--- config.mk ---
export PLATFORM = sky130hd
export DESIGN_NAME = stx_etx_frame_checker_unit
export DESIGN_NICKNAME = d
export VERILOG_FILES = /design/src/sefc_pkg.sv /design/src/stx_etx_frame_checker_unit.sv /design/src/sefc_in_stage.sv /design/src/sefc_parser.sv /design/src/sefc_out_stage.sv
export VERILOG_INCLUDE_DIRS = /design/src /design/src/src
export SDC_FILE = /design/constraint.sdc
export NUM_CORES = 1
export LEC_CHECK = 0
export BUFFER_PORTS_ARGS = -buffer_cell sky130_fd_sc_hd__buf_4
export CORE_MARGIN = 2
export CORE_UTILIZATION = 45
export CTS_CLUSTER_SIZE = 24
export DETAILED_ROUTE_END_ITERATION = 12
export MAX_ROUTING_LAYER = met4
export PLACE_DENSITY = 0.68
export SYNTH_ARGS = -nofsm -noshare
export SYNTH_HDL_FRONTEND = slang
export SYNTH_HIERARCHICAL = 1
export SYNTH_SLANG_ARGS = --single-unit
--- constraint.sdc ---
create_clock -name clk -period 2.5 [get_ports clk]
set_input_delay 0.125 -clock clk [delete_from_list [all_inputs] [get_ports clk]]
set_output_delay 0.125 -clock clk [all_outputs]
set_load 0.02 [all_outputs]
--- src/stx_etx_frame_checker_unit_defines.svh ---
// Assertion macros used by the frame checker parser.
`ifndef STX_ETX_FRAME_CHECKER_UNIT_DEFINES_SVH
`define STX_ETX_FRAME_CHECKER_UNIT_DEFINES_SVH

`ifndef SYNTHESIS
// Checked property, ignored while reset is held.
`define SEFC_ASSERT(lbl, prop, msg) \
  lbl: assert property (@(posedge clk) disable iff (rst) prop) else $error(msg);
// Checked property, also evaluated across reset.
`define SEFC_ASSERT_ALWAYS(lbl, prop, msg) \
  lbl: assert property (@(posedge clk) prop) else $error(msg);
`else
`define SEFC_ASSERT(lbl, prop, msg)
`define SEFC_ASSERT_ALWAYS(lbl, prop, msg)
`endif

`endif

--- src/sefc_pkg.sv ---
// Shared types, constants and the hex digit decoder of the frame checker.
`default_nettype none

package sefc_pkg;

  localparam logic [7:0] STX_BYTE = 8'h02;
  localparam logic [7:0] ETX_BYTE = 8'h03;
  localparam logic [7:0] CHAR_0   = 8'h30;
  localparam logic [7:0] CHAR_9   = 8'h39;
  localparam logic [7:0] CHAR_A   = 8'h41;
  localparam logic [7:0] CHAR_F   = 8'h46;

  typedef enum logic [2:0] {
    PH_START   = 3'd0,
    PH_PAYLOAD = 3'd1,
    PH_HIGH    = 3'd2,
    PH_LOW     = 3'd3,
    PH_TAIL    = 3'd4,
    PH_BAD     = 3'd5
  } phase_t;

  typedef struct packed {
    logic [7:0] in_byte;
    logic       frame_last;
  } item_t;

  typedef struct packed {
    logic       payload_valid;
    logic [7:0] payload_byte;
    logic       frame_end;
    logic       frame_ok;
  } result_t;

  typedef struct packed {
    logic       ok;
    logic [3:0] nibble;
  } hex_digit_t;

  // Uppercase ASCII hex digit decode; ok is low for anything else.
  function automatic hex_digit_t hex_decode(input logic [7:0] ch);
    hex_digit_t d;
    logic [7:0] diff;
    d    = '0;
    diff = '0;
    if (ch inside {[CHAR_0:CHAR_9]}) begin
      diff     = ch - CHAR_0;
      d.ok     = 1'b1;
      d.nibble = diff[3:0];
    end else if (ch inside {[CHAR_A:CHAR_F]}) begin
      diff     = ch - CHAR_A + 8'd10;
      d.ok     = 1'b1;
      d.nibble = diff[3:0];
    end
    return d;
  endfunction

endpackage

`default_nettype wire

--- src/stx_etx_frame_checker_unit.sv ---
// Top level of the STX/ETX framed byte checker with XOR checksum.
//
// Usage: the input channel carries one word per byte of a frame, in_byte with
// frame_last set on the final byte. A frame is STX (0x02), payload bytes, ETX
// (0x03), two uppercase ASCII hex checksum digits and at least one trailing
// byte. The output channel returns exactly one word for every input word:
// payload_valid and payload_byte forward each payload byte, frame_end marks
// the word of the final byte, and frame_ok tells whether the frame's
// structure was sound and its checksum equaled the XOR of the payload.
// A consumer should keep forwarded bytes only once frame_ok confirms them.
//
// A word accepted from the input channel is captured in the input register, and
// its result is then written to the result register. Throughput is one word per
// cycle while the receiver does not stall, set by the update of the parse phase,
// running XOR and high nibble between the two registers.
//
// Reset clears both valid flags and returns the parser to waiting for a start
// byte. When the receiver stalls, the result word holds steady; the input
// register still takes one more word while empty, and only then in_stall
// rises, so no word is lost or repeated.
`default_nettype none

module stx_etx_frame_checker_unit (
  input  logic       clk,
  input  logic       rst,
  input  logic       in_valid,
  output logic       in_stall,
  input  logic [7:0] in_byte,
  input  logic       frame_last,
  output logic       out_valid,
  input  logic       out_stall,
  output logic       payload_valid,
  output logic [7:0] payload_byte,
  output logic       frame_end,
  output logic       frame_ok
);
  import sefc_pkg::*;

  item_t   in_item;
  item_t   held_item;
  logic    held_valid;
  logic    advance;
  logic    step;
  result_t parsed;
  result_t result_q;

  assign in_item.in_byte    = in_byte;
  assign in_item.frame_last = frame_last;

  sefc_in_stage u_in_stage (
    .clk        (clk),
    .rst        (rst),
    .in_valid   (in_valid),
    .in_item    (in_item),
    .advance    (advance),
    .in_stall   (in_stall),
    .held_valid (held_valid),
    .held_item  (held_item)
  );

  // The parser state moves exactly when the held word enters the result register.
  assign step = held_valid && advance;

  sefc_parser u_parser (
    .clk    (clk),
    .rst    (rst),
    .step   (step),
    .item   (held_item),
    .result (parsed)
  );

  sefc_out_stage u_out_stage (
    .clk        (clk),
    .rst        (rst),
    .load       (held_valid),
    .result_in  (parsed),
    .out_stall  (out_stall),
    .advance    (advance),
    .out_valid  (out_valid),
    .result_out (result_q)
  );

  assign payload_valid = result_q.payload_valid;
  assign payload_byte  = result_q.payload_byte;
  assign frame_end     = result_q.frame_end;
  assign frame_ok      = result_q.frame_ok;

endmodule

`default_nettype wire

--- src/sefc_in_stage.sv ---
// Input register stage that captures one word from the input channel.
`default_nettype none

module sefc_in_stage (
  input  logic            clk,
  input  logic            rst,
  input  logic            in_valid,
  input  sefc_pkg::item_t in_item,
  input  logic            advance,
  output logic            in_stall,
  output logic            held_valid,
  output sefc_pkg::item_t held_item
);
  import sefc_pkg::*;

  // The held word is free to move on whenever the result stage can take it.
  assign in_stall = held_valid && !advance;

  always_ff @(posedge clk) begin
    if (rst) begin
      held_valid <= 1'b0;
    end else if (!in_stall) begin
      held_valid <= in_valid;
    end
  end

  always_ff @(posedge clk) begin
    if (in_valid && !in_stall) begin
      held_item <= in_item;
    end
  end

endmodule

`default_nettype wire

--- src/sefc_parser.sv ---
// Frame parser: phase state machine, running XOR and checksum compare.
`default_nettype none
`include "stx_etx_frame_checker_unit_defines.svh"

module sefc_parser (
  input  logic              clk,
  input  logic              rst,
  input  logic              step,
  input  sefc_pkg::item_t   item,
  output sefc_pkg::result_t result
);
  import sefc_pkg::*;

  phase_t     phase, phase_next;
  logic [7:0] running_xor, running_xor_next;
  logic [3:0] high_nibble, high_nibble_next;
  hex_digit_t digit;

  assign digit = hex_decode(item.in_byte);

  // Next state.
  always_comb begin
    phase_next       = PH_BAD;
    running_xor_next = running_xor;
    high_nibble_next = high_nibble;
    case (phase)
      PH_START: begin
        phase_next = (item.in_byte == STX_BYTE) ? PH_PAYLOAD : PH_BAD;
      end
      PH_PAYLOAD: begin
        if (item.in_byte == ETX_BYTE) begin
          phase_next = PH_HIGH;
        end else begin
          running_xor_next = running_xor ^ item.in_byte;
          phase_next       = PH_PAYLOAD;
        end
      end
      PH_HIGH: begin
        if (digit.ok) begin
          high_nibble_next = digit.nibble;
          phase_next       = PH_LOW;
        end
      end
      PH_LOW: begin
        if (digit.ok && ({high_nibble, digit.nibble} == running_xor)) begin
          phase_next = PH_TAIL;
        end
      end
      PH_TAIL: begin
        phase_next = PH_TAIL;
      end
      default: begin
        phase_next = PH_BAD;
      end
    endcase
    // The last byte of a frame always returns everything to its reset value.
    if (item.frame_last) begin
      phase_next       = PH_START;
      running_xor_next = '0;
      high_nibble_next = '0;
    end
  end

  // Outputs.
  always_comb begin
    result               = '0;
    result.frame_end     = item.frame_last;
    result.frame_ok      = item.frame_last && (phase == PH_TAIL);
    if ((phase == PH_PAYLOAD) && (item.in_byte != ETX_BYTE)) begin
      result.payload_valid = 1'b1;
      result.payload_byte  = item.in_byte;
    end
  end

  always_ff @(posedge clk) begin
    if (rst) begin
      phase       <= PH_START;
      running_xor <= '0;
      high_nibble <= '0;
    end else if (step) begin
      phase       <= phase_next;
      running_xor <= running_xor_next;
      high_nibble <= high_nibble_next;
    end
  end

  `SEFC_ASSERT_ALWAYS(a_reset_start, rst |=> (phase == PH_START && running_xor == 8'h00), "parser not cleared by reset")
  `SEFC_ASSERT(a_last_clears, (step && item.frame_last) |=> (phase == PH_START && running_xor == 8'h00 && high_nibble == 4'h0), "state not cleared after last byte")
  `SEFC_ASSERT(a_tail_holds, (step && phase == PH_TAIL && !item.frame_last) |=> (phase == PH_TAIL), "trailing phase left before frame end")
  `SEFC_ASSERT(a_bad_holds, (step && phase == PH_BAD && !item.frame_last) |=> (phase == PH_BAD), "rejected frame recovered before frame end")

endmodule

`default_nettype wire

--- src/sefc_out_stage.sv ---
// Result register that holds one word for the output channel.
`default_nettype none

module sefc_out_stage (
  input  logic              clk,
  input  logic              rst,
  input  logic              load,
  input  sefc_pkg::result_t result_in,
  input  logic              out_stall,
  output logic              advance,
  output logic              out_valid,
  output sefc_pkg::result_t result_out
);
  import sefc_pkg::*;

  // The register can take a new word when empty or when its word leaves now.
  assign advance = !out_valid || !out_stall;

  always_ff @(posedge clk) begin
    if (rst) begin
      out_valid <= 1'b0;
    end else if (advance) begin
      out_valid <= load;
    end
  end

  always_ff @(posedge clk) begin
    if (load && advance) begin
      result_out <= result_in;
    end
  end

endmodule

`default_nettype wire
==> metrics.yaml <==
route:
  via_count: 1473
  top_layer_used: "met4"
  detail_route.drc_violations: 0
  routedLengthMet1_mm: 1.69
  detail_route.vias_per_cell: 5.78
  ant_nets: 0
  route.met3.wl_um: 282
  totalWireLength_mm: 4.16
  drt_iter0_drc: 98
  dr_wl_met2_mm: 2.10
  firstDrtPassIters: 4
  avgRoutedWirePerCell_um: 16.3
floorplan:
  top_level_ports: 26
  die-width_um: 68.6
  start_util: 0.470
  die_h_um: 68.6
  placeableCoreArea_um2: 4000
  die_area_um2: 4710
  floorplan.rows: 23
job:
  timing.max_cap.violations: 0
grt:
  grt_overflow_total: 0
  grt_usage: 0.200
  number_of_global_route_vias_before_repair: 1380
  grt_antenna_before_repair: 0
  grt_pass1_wl_mm: 6.57
  grt_start_max_net_pins: 16
cts:
  worstSkewPairLatency_ns: 0.28
  h-tree-depth: 2
  clock_path_buffers: 2
  tritoncts: "done"
  cts_made_buffers: 5
  clock_sinks: 37
  path_clk_slew_ns: 0.07
  cts.root.buffer_cell: "sky130_fd_sc_hd__clkbuf_8"
critical_path:
  worstSetupPathType: "register to register"
  worst_ep_arrival_time_ns: 2.50
  required_ns: 2.71
  startpoint_type: "register"
  timing.critical_path.to_type: "register"
  critical_path.max_fanout: 7
placement:
  place.gp.congestion: 0.936
  place_inst: 245
  preCtsSetupSlack_ns: 0.0856
  placed_cell_area_um2: 2120
  hpwl_after_detailed_placement_mm: 2.95
  port_buffers: 25
finish:
  syn_to_final_growth_pct: 20.1
  final-instance-count-excl-fill: 255
  final_design_area_no_fill_um2: 2260
  layout.nets: 221
  number_of_antenna_cells_inserted: 0
  drive_gt1_frac: 0.215
power_and_ir_drop:
  seqPwrFrac: 0.510
  vdd.ir_drop.worst_mv: 0.432
  switching_share: 0.239
  power_frac_comb: 0.124
  cell_internal_pwr_mw: 1.04
  power_leakage_nw: 0.879
  power_per_cell_area_nw_per_um2: 605
  clockPowerShare: 0.366
  total_power_mw: 1.37
  netSwitchingPower_uw: 326
timing:
  worst_slew_margin_rel: 0.490
  setup_viol_count_final: 0
  worst_tran_pin_value_ns: 0.763
  fin_crit_sh: 0.916
  hold_violations: 0
  fin_skew_ns: 0.00337
  final.setup.worst_slack_ns: 0.209
  fin_crit_ns: 2.29
  setup_total_negative_slack_ns: 0
  rsz0062_at_grt: "false"
  clock.fmax_ghz: 0.437
  report.final.slew_viol_count: 0
logic_synthesis:
  postSynth.asyncResetShare: 0
  yosys.cell_types.count: 47
  synth_sequential_area_ratio: 0.501
  synthTopCellsByCount: "sky130_fd_sc_hd__edfxtp_1 (20), sky130_fd_sc_hd__dfxtp_1 (17), sky130_fd_sc_hd__nor2_1 (14)"
  syn-num-nets: 191
  synth_edf_count: 20
  yosysMostFrequentCell: "sky130_fd_sc_hd__edfxtp_1"
  synthDominantAreaCellType: "sky130_fd_sc_hd__edfxtp_1"
  synthCells: 174
  synth_top_cells_by_area: "sky130_fd_sc_hd__edfxtp_1 (32%), sky130_fd_sc_hd__dfxtp_1 (18%), sky130_fd_sc_hd__xor2_1 (5.6%), sky130_fd_sc_hd__o211ai_1 (3.6%), sky130_fd_sc_hd__and2_1 (3.0%)"
  post_synth_instance_area_um2: 1880
  total_of_flip_flops_plus_latches_after_synthesis: 37
  synth_top_cell_area_share: 0.320
  synthFlopType: "sky130_fd_sc_hd__edfxtp_1"
  yosysWarnings: 6
  syn_avg_cell_area_um2: 10.8
status:
  run_status: "finished, final reports clean"
min_path:
  hold_class: "primary input to register"
registers in the layout, summed over array words and instances (netlist names):
signal,flops
u_in_stage/held_item,9
u_in_stage/held_valid,1
u_out_stage/out_valid,1
u_out_stage/result_out,11
u_parser/high_nibble,4
u_parser/phase,3
u_parser/running_xor,8
through the flow:
step / utilization / hold WS [ns]
3_3_place_gp: 0.531 / 0.304
4_1_cts: 0.557 / 0.00276
2_1_floorplan: - / 0.194
6_report: 0.564 / 0.0135
5_1_grt: 0.564 / 0.00164
3_5_place_dp: 0.531 / 0.305
metal layers:
layer,vias up,track usage
met5,-,-
met1,701,0.234
li1,702,-
met4,0,0.0850
met2,60,0.319
met3,10,0.0601
repair_timing:
item | CTS | global route
endpoints found under the hold margin | 0 | 1
hold buffers | 0 | 1
gates resized for setup | 0 | 2
endpoints found under the setup margin | 0 | 8
setup buffers | 0 | 1
layout by cell type, fill, tap and decap left out, types with 2 or more instances in the layout:
cell type	synthesis	final
sky130_fd_sc_hd__inv_1	6	6
sky130_fd_sc_hd__a31oi_1	4	3
sky130_fd_sc_hd__nand2_1	6	6
sky130_fd_sc_hd__o211ai_1	9	9
sky130_fd_sc_hd__nand3b_1	2	2
sky130_fd_sc_hd__ha_1	4	4
sky130_fd_sc_hd__a21o_1	2	2
sky130_fd_sc_hd__a21oi_1	5	5
sky130_fd_sc_hd__a31oi_2	1	2
sky130_fd_sc_hd__a211oi_1	2	2
sky130_fd_sc_hd__nand2b_1	3	3
sky130_fd_sc_hd__o21ai_0	5	5
sky130_fd_sc_hd__xor2_1	12	12
sky130_fd_sc_hd__nor2b_1	5	5
sky130_fd_sc_hd__clkbuf_8	0	5
sky130_fd_sc_hd__and2_1	9	9
sky130_fd_sc_hd__mux2i_1	4	4
sky130_fd_sc_hd__nor3b_1	2	2
sky130_fd_sc_hd__nor2_1	14	14
sky130_fd_sc_hd__a311oi_1	3	3
sky130_fd_sc_hd__nand3_1	2	2
sky130_fd_sc_hd__dfxtp_1	17	17
sky130_fd_sc_hd__o2bb2ai_1	4	4
sky130_fd_sc_hd__edfxtp_1	20	20
sky130_fd_sc_hd__buf_4	1	30
sky130_fd_sc_hd__nor3_1	6	6
critical path, cell delays in order (launching register included):
cell and delay, ns:
sky130_fd_sc_hd__edfxtp_1 0.50, sky130_fd_sc_hd__ha_1 0.32, sky130_fd_sc_hd__nor2b_1 0.23, sky130_fd_sc_hd__a311o_1 0.40, sky130_fd_sc_hd__a311oi_1 0.42, sky130_fd_sc_hd__a211oi_1 0.12, sky130_fd_sc_hd__a31oi_1 0.22
path summary, 6_finish.rpt:
| check | end | start | cells after the start | slack, ns |
|---|---|---|---|---|
| worst max register to register | u_parser/phase[0] | u_in_stage/held_item[1] | 6 | 0.21 |
| worst max-delay path | u_parser/phase[0] | u_in_stage/held_item[1] | 6 | 0.21 |
| worst min register to register | u_parser/high_nibble[1] | u_parser/high_nibble[1] | 1 | 0.48 |
| worst min-delay path | u_in_stage/held_item[5] | in_byte[4] | 1 | 0.01 |
power by group through the flow:
stage | registers, mW | clock network (mW) | logic (mW)
global placement | 0.709 | 0 | 0.160
global route | 0.700 | 0.538 | 0.186
floorplan | 0.712 | 0 | 0.0989
CTS | 0.697 | 0.509 | 0.164
finish | 0.697 | 0.499 | 0.170
detailed placement | 0.710 | 0 | 0.162
cells by family after synthesis:
family | after synthesis | share of synthesized area
AO/OA/AOI/OAI | 43 | 0.174
XOR/XNOR | 13 | 0.0606
adder cells (fa/ha/maj) | 4 | 0.0266
buffers and inverters | 14 | 0.0313
flip-flops | 37 | 0.501
multiplexers | 4 | 0.0213
AND/OR/NAND/NOR | 59 | 0.185
layout make-up:
class,instances,area (um2)
Tap cell,50,62.6
Clock inverter,2,33.8
Multi-Input combinational cell,123,890
Inverter,6,22.5
Fill cell,358,1740
Sequential cell,37,941
Timing Repair Buffer,31,235
Clock buffer,6,72.6
(Power assumes the default switching activity.)
